### config.mk
export PLATFORM = sky130hd
export DESIGN_NAME = sf_queue
export DESIGN_NICKNAME = d
export VERILOG_FILES = /design/src/rtl/core/sf_pkg.sv /design/src/rtl/core/sf_queue.sv
export SDC_FILE = /design/constraint.sdc
export NUM_CORES = 1
export LEC_CHECK = 0
export ABC_AREA = 1
export BUFFER_PORTS_ARGS = -buffer_cell sky130_fd_sc_hd__buf_2
export CAP_MARGIN = 0
export CORE_ASPECT_RATIO = 0.9
export CORE_MARGIN = 10
export CORE_UTILIZATION = 60
export CTS_BUF_LIST = sky130_fd_sc_hd__clkbuf_2 sky130_fd_sc_hd__clkbuf_4 sky130_fd_sc_hd__clkbuf_8
export DETAILED_ROUTE_END_ITERATION = 6
export HOLD_SLACK_MARGIN = 0.08
export PLACE_DENSITY = 0.86
export SYNTH_ARGS = -nofsm -noshare
export SYNTH_HDL_FRONTEND = slang
export SYNTH_SLANG_ARGS = --single-unit
### constraint.sdc
create_clock -name clk -period 7.1 [get_ports clk]
set_clock_uncertainty 0.05 [all_clocks]
set_input_delay 1.775 -clock clk [delete_from_list [all_inputs] [get_ports clk]]
set_output_delay 1.775 -clock clk [all_outputs]
set_load 0.1 [all_outputs]
### src/rtl/core/sf_pkg.sv
// Shared types and widths for the spring force core.
// Used by every module under rtl/core; no dependencies of its own.
package sf_pkg;

	// Datapath widths, fixed by the Q16.16 formats of the ports.
	localparam int unsigned CoordW = 32;
	localparam int unsigned MagW   = 33;
	localparam int unsigned SqW    = 65;
	localparam int unsigned SumW   = 66;
	localparam int unsigned LenW   = 35;
	localparam int unsigned TrialW = 72;
	localparam int unsigned EkW    = 67;
	localparam int unsigned NumW   = 100;
	localparam int unsigned DenW   = 51;
	localparam int unsigned QW     = 32;
	localparam int unsigned Lanes  = 3;

	// Configuration register indexes.
	localparam logic REG_SPRING_CONSTANT = 1'b0;
	localparam logic REG_REST_LENGTH     = 1'b1;

	// One classified item: per-axis magnitude and sign of d = pos - end.
	typedef struct packed {
		logic [Lanes-1:0]           neg;
		logic [Lanes-1:0][MagW-1:0] mag;
	} sf_item_t;

endpackage

### src/rtl/core/sf_queue.sv
// Small FIFO between the front end and the force pipeline.
// Depends on sf_pkg for the item type.
module sf_queue #(
	parameter int unsigned DEPTH = 4
) (
	input  logic             clk,
	input  logic             arst_n,
	input  logic             push_valid,
	output logic             push_ready,
	input  sf_pkg::sf_item_t push_data,
	output logic             pop_valid,
	input  logic             pop_ready,
	output sf_pkg::sf_item_t pop_data
);

	localparam int unsigned AW = (DEPTH > 1) ? $clog2(DEPTH) : 1;
	localparam int unsigned CW = $clog2(DEPTH + 1);

	sf_pkg::sf_item_t mem_q [DEPTH];
	logic [AW-1:0]    wr_ptr_q;
	logic [AW-1:0]    rd_ptr_q;
	logic [CW-1:0]    count_q;
	logic             push;
	logic             pop;

	assign push_ready = (count_q != CW'(DEPTH));
	assign pop_valid  = (count_q != '0);
	assign push       = push_valid && push_ready;
	assign pop        = pop_valid && pop_ready;
	assign pop_data   = mem_q[rd_ptr_q];

	// Pointer and fill count bookkeeping.
	always_ff @(posedge clk or negedge arst_n) begin
		if (!arst_n) begin
			wr_ptr_q <= '0;
			rd_ptr_q <= '0;
			count_q  <= '0;
		end else begin
			if (push) begin
				wr_ptr_q <= (wr_ptr_q == AW'(DEPTH - 1)) ? '0 : wr_ptr_q + 1'b1;
			end
			if (pop) begin
				rd_ptr_q <= (rd_ptr_q == AW'(DEPTH - 1)) ? '0 : rd_ptr_q + 1'b1;
			end
			if (push && !pop) begin
				count_q <= count_q + 1'b1;
			end else if (pop && !push) begin
				count_q <= count_q - 1'b1;
			end
		end
	end

	// Storage.
	always_ff @(posedge clk) begin
		if (push) begin
			mem_q[wr_ptr_q] <= push_data;
		end
	end

`ifndef ASSERT_OFF
	// The fill count follows the transfers on both sides.
	a_count: assert property (@(posedge clk) disable iff (!arst_n)
		1'b1 |=> count_q == $past(count_q) + CW'($past(push)) - CW'($past(pop)))
		else $error("queue count out of step with transfers");

	// A partly filled queue never has coinciding pointers.
	a_ptrs: assert property (@(posedge clk) disable iff (!arst_n)
		(count_q != '0 && count_q != CW'(DEPTH)) |-> wr_ptr_q != rd_ptr_q)
		else $error("queue pointers collide");

	// The head entry is not overwritten while it waits.
	a_head: assert property (@(posedge clk) disable iff (!arst_n)
		(pop_valid && !pop_ready) |=> $stable(pop_data))
		else $error("queue head changed while stalled");
`endif

endmodule

==> impl_metrics.py <==
metrics = {
    "cts": {
        "cts_resized": 0,
        "cts_setup_buffers": 0,
        "cts_tree": "yes",
        "ctsHoldBuffers": 0,
        "clk_pin_slew_ns": 0.05,
        "clockBufferDepth": 3,
        "clk_latency_ns": 0.56,
        "cts_made_buffers": 67,
        "cts_sinks": 415,
        "ctsHtreeMaxLevel": 3,
        "cts_root_buf": "clkbuf_8",
    },
    "floorplanning": {
        "num_rows": 58,
        "die-area_um2": 35200,
        "die_y_um": 179,
        "io_pins": 210,
        "dieWidth_um": 197,
        "coreArea_um2": 27800,
        "start_util": 0.606,
    },
    "final_layout": {
        "sequential_cell_area_um2": 12400,
        "nets": 1585,
        "multi_input_area_um2": 2950,
        "fin_util": 0.687,
        "final_area_um2": 19100,
        "drive_gt1_frac": 0.216,
        "layout_common_cells": "edfxtp_1, nand2_1, inv_1, buf_2, o211ai_1",
        "area_growth_pct": 13.4,
        "nFillCells": 1855,
        "layout_commonest_cell": "edfxtp_1",
    },
    "run_status": {
        "status": "completed",
    },
    "logic_synthesis": {
        "synth_seq_cells": 415,
        "synthTopCellsByArea": "edfxtp_1, o211ai_1, nand2_1",
        "ys_warn_count": 0,
        "synthCells": 1250,
        "synth_area_um2": 16800,
        "synth_top_area_cell": "edfxtp_1",
        "syn_nets": 1363,
        "synth_top_area_share": 0.727,
        "ys_types": 18,
        "avgSynthCellArea_um2": 13.5,
        "ys_seq_area_frac": 0.738,
    },
    "placed_design": {
        "place.gp.congestion": 0.826,
        "postPlaceCellArea_um2": 17800,
        "placement.io_buffers": 209,
        "place_hpwl_mm": 21.2,
    },
    "worst_setup_path": {
        "cp-end-kind": "output port",
        "max_stage_delay_ns": 0.77,
        "arrival_ns": 3.29,
        "criticalPathCategory": "register to output port",
        "crit_path_cell_trace": "inv_4 > buf_4 > o211ai_1 > nand2_1 > buf_2",
        "required_ns": 5.28,
        "crit_path_top_delay_cell": "inv_4",
        "crit_fanout": 73,
        "start_kind": "register",
        "r2r-start": "count_q[0]",
        "crit_start": "rd_ptr_q[1]",
    },
    "global_routing": {
        "antenna_found_initial": 7,
        "grt_pass1_vias": 10440,
        "track_usage": 0.196,
        "grt_overflow": 0,
        "grt_max_degree": 151,
        "grt_pass1_wl_mm": 54.5,
    },
    "job": {
        "max_cap_violations": 0,
    },
    "worst_hold_path": {
        "hold_path.startpoint": "count_q[2]",
        "hold_class": "register to register",
    },
    "detailed_routing": {
        "wl_met1_mm": 14.0,
        "routed.top_layer": "met5",
        "drc": 0,
        "drt-total-wl_mm": 34.8,
        "ant_nets": 0,
        "wl_per_cell_um": 18.4,
        "drt-initial-drc-count": 740,
        "vias_per_cell": 5.33,
        "dr_total_vias": 10056,
        "wl_met2_mm": 17.4,
        "wl_met3_mm": 2.51,
        "firstDrtPassIters": 5,
    },
    "timing": {
        "period_share": 0.721,
        "totalNegativeSetupSlack_ns": 0,
        "fmax_mhz": 195,
        "setup_violations": 0,
        "finalHoldViolations": 0,
        "slew_viol_final": 0,
        "worst_pin_slew_ns": 0.969,
        "max_slew_margin": 0.354,
        "rsz0062_at_grt": "false",
        "period_minus_slack_ns": 5.12,
    },
}
[Yosys cell counts]
library cell and number:
buf_2 13, buf_4 10, buf_6 35, clkbuf_8 11
dfrtp_1 7, edfxtp_1 408, fa_1 1, ha_1 6
inv_1 217, inv_2 1, nand2_1 321, nand3_1 7
nand4_1 1, nor2_1 6, o211ai_1 202, o211ai_2 2
o21ai_0 1, xnor2_1 1
[layer usage]
layer,GRT usage,up-vias
met4,0.0830,4
met3,0.0514,72
met2,0.329,341
met5,0,-
met1,0.238,4831
li1,-,4808
[final timing paths]
| check | end | slack (ns) | cells past startpoint |
|---|---|---|---|
| min in group asynchronous | wr_ptr_q[1] | 0.99 | 1 |
| setup / recovery | pop_data[51] | 1.98 | 5 |
| hold / removal | count_q[2] | 0.46 | 2 |
| max in group asynchronous | rd_ptr_q[1] | 5.82 | 1 |
| setup reg to reg | mem_q[3][14] | 4.55 | 5 |
| hold reg to reg | count_q[2] | 0.46 | 2 |
[state kept, by name, indices dropped and copies added, names as in the netlist]
register  flops
rd_ptr_q      2
count_q       3
mem_q       408
wr_ptr_q      2
[stage by stage]
step	worst slack [ns]	std cells	hold WS (ns)
floorplan	0.238	1250	0.413
global route	1.81	1883	0.493
detailed placement	2.57	1763	0.449
finish	1.98	1886	0.462
CTS	1.94	1880	0.461
global placement	2.63	1763	0.426
[cells by family (layout without fill, tap and decap cells)]
family / count (synthesis) / in the layout / share of synthesized area
buffers and inverters: 287 / 557 / 0.0893
AOI/OAI and AO/OA: 205 / 205 / 0.0918
DFF: 415 / 415 / 0.738
other: 0 / 6 / 0
xor gates and xnor gates: 1 / 1 / 0.000520
adders and majority gates: 7 / 7 / 0.00564
and+or+nand+nor: 335 / 335 / 0.0753
[area by class of cell]
cell class	instances	share of cell area
sequential	415	0.651
multi-input combinational	548	0.154
timing repair buffer	222	0.0612
clock buffer	90	0.0593
inverter	218	0.0430
tap	360	0.0236
clock inverter	27	0.00675
antenna	6	0.000786
[worst max-delay path: cells and delay by family, from the launching register on]
kind            cells  cell delay [ns]
compound gates      1             0.18
buf+inv             3             1.68
flops               1             0.74
simple gates        1             0.08
Power is left out: the tool's default activity adds up to more than one toggle a clock period on the data nets, which glitch-free logic cannot reach.
