--- config.mk ---
export PLATFORM = sky130hd
export DESIGN_NAME = sf_front
export DESIGN_NICKNAME = d
export VERILOG_FILES = /design/src/rtl/core/sf_pkg.sv /design/src/rtl/core/sf_front.sv
export SDC_FILE = /design/constraint.sdc
export NUM_CORES = 1
export LEC_CHECK = 0
export BUFFER_PORTS_ARGS = -buffer_cell sky130_fd_sc_hd__buf_2
export CAP_MARGIN = 20
export CORE_MARGIN = 8
export CORE_UTILIZATION = 45
export CTS_BUF_LIST = sky130_fd_sc_hd__clkbuf_8
export DETAILED_ROUTE_END_ITERATION = 8
export GPL_TIMING_DRIVEN = 0
export PLACE_DENSITY = 0.72
export SYNTH_ARGS = -nofsm -noshare
export SYNTH_HDL_FRONTEND = slang
export SYNTH_SLANG_ARGS = --single-unit
--- constraint.sdc ---
create_clock -name clk -period 3.45 [get_ports clk]
set_input_delay 0.69 -clock clk [delete_from_list [all_inputs] [get_ports clk]]
set_output_delay 0.69 -clock clk [all_outputs]
set_load 0.01 [all_outputs]
--- src/rtl/core/sf_pkg.sv ---
// Shared types and widths for the spring force core.
// Used by every module under rtl/core; no dependencies of its own.
package sf_pkg;

	// Datapath widths, fixed by the Q16.16 formats of the ports.
	localparam int unsigned CoordW = 32;
	localparam int unsigned MagW   = 33;
	localparam int unsigned SqW    = 65;
	localparam int unsigned SumW   = 66;
	localparam int unsigned LenW   = 35;
	localparam int unsigned TrialW = 72;
	localparam int unsigned EkW    = 67;
	localparam int unsigned NumW   = 100;
	localparam int unsigned DenW   = 51;
	localparam int unsigned QW     = 32;
	localparam int unsigned Lanes  = 3;

	// Configuration register indexes.
	localparam logic REG_SPRING_CONSTANT = 1'b0;
	localparam logic REG_REST_LENGTH     = 1'b1;

	// One classified item: per-axis magnitude and sign of d = pos - end.
	typedef struct packed {
		logic [Lanes-1:0]           neg;
		logic [Lanes-1:0][MagW-1:0] mag;
	} sf_item_t;

endpackage

--- src/rtl/core/sf_front.sv ---
// Front end: accepts position items and classifies each axis of d = pos - end.
// Depends on sf_pkg for the item type.
module sf_front (
	input  logic               clk,
	input  logic               arst_n,
	input  logic               in_valid,
	output logic               in_ready,
	input  logic [191:0]       in_data,
	output logic               item_valid,
	input  logic               item_ready,
	output sf_pkg::sf_item_t   item
);

	logic             valid_q;
	sf_pkg::sf_item_t item_q;
	sf_pkg::sf_item_t item_d;

	// Difference, magnitude and sign for each axis.
	always_comb begin
		logic signed [sf_pkg::MagW-1:0] d;
		logic [sf_pkg::CoordW-1:0]      p;
		logic [sf_pkg::CoordW-1:0]      e;
		item_d = '0;
		for (int i = 0; i < 3; i++) begin
			p = in_data[i*32 +: 32];
			e = in_data[(i+3)*32 +: 32];
			d = $signed({p[31], p}) - $signed({e[31], e});
			item_d.neg[i] = d[sf_pkg::MagW-1];
			item_d.mag[i] = d[sf_pkg::MagW-1] ? sf_pkg::MagW'(-d) : sf_pkg::MagW'(d);
		end
	end

	assign in_ready   = !valid_q || item_ready;
	assign item_valid = valid_q;
	assign item       = item_q;

	// Holding register between the input port and the queue.
	always_ff @(posedge clk or negedge arst_n) begin
		if (!arst_n) begin
			valid_q <= 1'b0;
		end else if (in_ready) begin
			valid_q <= in_valid;
		end
	end

	always_ff @(posedge clk) begin
		if (in_valid && in_ready) begin
			item_q <= item_d;
		end
	end

endmodule

==> impl_metrics.env <==
export IMPL_status="finished with violations"
export IMPL_violations="setup timing"
export IMPL_core_um2=25000
export IMPL_reg2regPathDepth=3
export IMPL_ys_flop_type="edfxtp_1"
export IMPL_hpwl_um=27100
export IMPL_rows=58
export IMPL_cts_root_buffer="clkbuf_8"
export IMPL_grt_max_degree=55
export IMPL_synth_nets=1653
export IMPL_tightest_slew_ns=0.785
export IMPL_seqPwrFrac_pct=31.5
export IMPL_holdWs_ns=0.0482
export IMPL_io_buffers=299
export IMPL_powerDensity_nw_per_um2=356
export IMPL_drive_above_1_share_pct=38.0
export IMPL_clk_path_buf_depth=2
export IMPL_critical_path_buf_inv_count=5
export IMPL_cts_buffers=9
export IMPL_synth_common_cells="inv_1 (137), a21oi_1 (126), edfxtp_1 (102)"
export IMPL_synth_most_common_cell="inv_1"
export IMPL_drt_iter0_markers=570
export IMPL_die_w_um=175
export IMPL_pin_count=300
export IMPL_synth_top_area_cell="edfxtp_1"
export IMPL_dr_total_vias=11419
export IMPL_grt_pass1_vias=11025
export IMPL_synth_edff_count=102
export IMPL_wire_per_inst_um=16.9
export IMPL_cts_htree_levels=3
export IMPL_wl_um=35100
export IMPL_initial_utilization_pct=45.5
export IMPL_ff2ff_setup_slack_ns=1.58
export IMPL_slew_violations=0
export IMPL_power_leakage_nw=6.84
export IMPL_ys_seq_area_share_pct=27.1
export IMPL_cts_hold_buf=0
export IMPL_cts_tree="yes"
export IMPL_critPathRequiredTime_ns=3.66
export IMPL_grtUsageTotal_pct=21.0
export IMPL_p_int_w=0.00332
export IMPL_grt_pass1_wl_um=53600
export IMPL_synthArstFlopShare_pct=0.971
export IMPL_routabilityCongestion=0.906
export IMPL_ys_types=92
export IMPL_crit_path_end_kind="flip-flop"
export IMPL_power_frac_clock_pct=14.7
export IMPL_swShare_pct=40.3
export IMPL_yosysWarnings=0
export IMPL_fin_skew_ns=0.0128
export IMPL_slew_headroom_pct=47.3
export IMPL_drtAntennaViolNets=0
export IMPL_cap_violations=0
export IMPL_power_switching_w=0.00224
export IMPL_die_height_um=175
export IMPL_timing_final_crit_period_ns=3.68
export IMPL_cp_arrival_ns=3.88
export IMPL_cts_sinks=103
export IMPL_syn_area_um2=11400
export IMPL_crit_fanout=8
export IMPL_setup_ws_ns=-0.228
export IMPL_syn2layout_area_growth_pct=36.8
export IMPL_rsz0062_at_grt="true"
export IMPL_path_common_cell="buf_6"
export IMPL_path_class="input port to flip-flop"
export IMPL_p_comb_share_pct=53.8
export IMPL_startpoint_type="input port"
export IMPL_crit_chain="buf_6, inv_4, ha_4, buf_8, a21oi_4, o21ai_2, a311oi_2, o211ai_1, buf_4, or2_4, a221o_1, o31ai_4, a31oi_4, buf_6, a21oi_2, xor2_1"
export IMPL_synth_seq_cells=103
export IMPL_placed_cell_area_um2=13700
export IMPL_hold_viol=0
export IMPL_critPathMaxStageDelay_ns=0.38
export IMPL_clkTransAtPathRegs_ns=0.12
export IMPL_max_freq_mhz=272
export IMPL_dr_pass1_iters=5
export IMPL_final_setup_viol_count=34
export IMPL_netlist_instances=1355
export IMPL_p_total_w=0.00555
export IMPL_avgSynthCellArea_um2=8.40
export IMPL_nets=2035
export IMPL_utilization_pct=62.2
export IMPL_vias_per_cell=5.51
export IMPL_critical_path_slowest_cell="a221o_1"
export IMPL_final_fill_count=2170
export IMPL_synth_top_cell_area_share_pct=26.9
export IMPL_yosys_top_cells_area="edfxtp_1 (27%), ha_1 (11%), xnor2_1 (7.4%)"
export IMPL_die_area_um2=30600
export IMPL_critPathTopFamily="compound AO/OA/AOI/OAI gates"
export IMPL_clock_latency_ns=0.39
export IMPL_reg2reg_from="item_valid$_DFFE_PN0N_"
export IMPL_reg2reg_to="item[60]$_DFFE_PP_"
export IMPL_min_period_over_period_pct=107
export IMPL_drcViolationCount=0
export IMPL_antenna_found_initial=6
export IMPL_min_path_type="input port to async pin"
export IMPL_overflow=0
export IMPL_design_area_um2=15600
export IMPL_ir_worst_vdd_mv=0.210
-- metal layers --
layer | part of all wire, % | track usage (%) | up-vias | wire length, um
met5 | 0.16 | 0 | - | 57
met4 | 2.5 | 6.75 | 8 | 878
met3 | 6.3 | 4.83 | 62 | 2210
met2 | 50 | 37.3 | 348 | 17600
met1 | 41 | 24.7 | 5320 | 14400
li1 | - | - | 5681 | -
-- power by group through the flow --
stage / registers, W / logic [W] / clock network, W
6_report: 0.00175 / 0.00299 / 0.000817
2_1_floorplan: 0.00186 / 0.00168 / 0
3_3_place_gp: 0.00178 / 0.00246 / 0
5_1_grt: 0.00176 / 0.00324 / 0.000878
3_5_place_dp: 0.00178 / 0.00249 / 0
4_1_cts: 0.00175 / 0.00273 / 0.000840
-- cells by family after synthesis --
kind of cell,after synthesis,share of synthesized area (%)
flops,103,27.1
buf+inv,185,6.57
fa+ha+maj,102,11.4
xor+xnor,167,12.8
mux,3,0.275
compound gates,414,24.2
simple gates,381,17.5
-- state kept, by name (all words and copies together), names as in the netlist --
signal / flops
item: 102
item_valid: 1
-- cell usage in the layout, fill, tap and decap left out, drive strengths merged, types with 9 or more instances in the layout --
| cell type | n |
|---|---|
| buf | 400 |
| inv | 139 |
| a21oi | 128 |
| edfxtp | 102 |
| nand2 | 99 |
| ha | 99 |
| xnor2 | 96 |
| nor2 | 81 |
| o21ai | 78 |
| xor2 | 71 |
| a21o | 35 |
| nor3 | 34 |
| a31oi | 31 |
| nand3 | 28 |
| clkbuf | 27 |
| o21a | 24 |
| a211oi | 17 |
| nand4 | 16 |
| and2 | 16 |
| and3 | 15 |
| o21bai | 14 |
| nor2b | 14 |
| nand2b | 13 |
| and4 | 12 |
| nor4 | 11 |
| o211ai | 10 |
| or2 | 10 |
| o31ai | 9 |
-- per-stage QoR --
step / setup WS [ns] / setup TNS [ns] / std cells
finish: -0.228 / -4.92 / 2073
detailed placement: -0.955 / -64.95 / 1985
floorplan: -0.0948 / -1.80 / 1355
global route: -0.224 / -6.76 / 2071
CTS: -0.0594 / -0.366 / 2038
global placement: -0.895 / -64.78 / 1984
-- how the worst max path moves through the flow --
| stage | end | cells after the start | from |
|---|---|---|---|
| 4_1_cts | item[7]$_DFFE_PP_ | 16 | in_data[0] |
| 3_3_place_gp | item[4]$_DFFE_PP_ | 15 | in_data[22] |
| 5_1_grt | item[12]$_DFFE_PP_ | 17 | in_data[115] |
| 2_1_floorplan | item[4]$_DFFE_PP_ | 15 | in_data[0] |
| 6_report | item[19]$_DFFE_PP_ | 16 | in_data[115] |
| 3_5_place_dp | item[4]$_DFFE_PP_ | 16 | in_data[0] |
-- timing repair --
item	in CTS	in global routing
gates cloned	3	0
setup buffers	38	43
hold endpoints to repair	0	0
setup endpoints to repair	94	83
gates resized for setup	103	134
pin swaps	39	72
-- worst register-to-register path, stage by stage, from the launching register on --
cell	delay, ns
dfrtp_1	0.41
nand2b_1	0.11
and2_4	0.64
buf_16	0.35
-- cell type report --
| class | instances | area [um2] | area share [%] |
|---|---|---|---|
| clock buffer | 9 | 124 | 0.795 |
| inverter | 137 | 543 | 3.49 |
| clock inverter | 6 | 66.3 | 0.426 |
| antenna | 2 | 5.00 | 0.0321 |
| buffer | 36 | 238 | 1.53 |
| tap | 330 | 413 | 2.65 |
| timing repair buffer | 382 | 2260 | 14.5 |
| multi-input combinational | 1068 | 8840 | 56.8 |
| sequential | 103 | 3090 | 19.8 |
(Power assumes the default switching activity.)
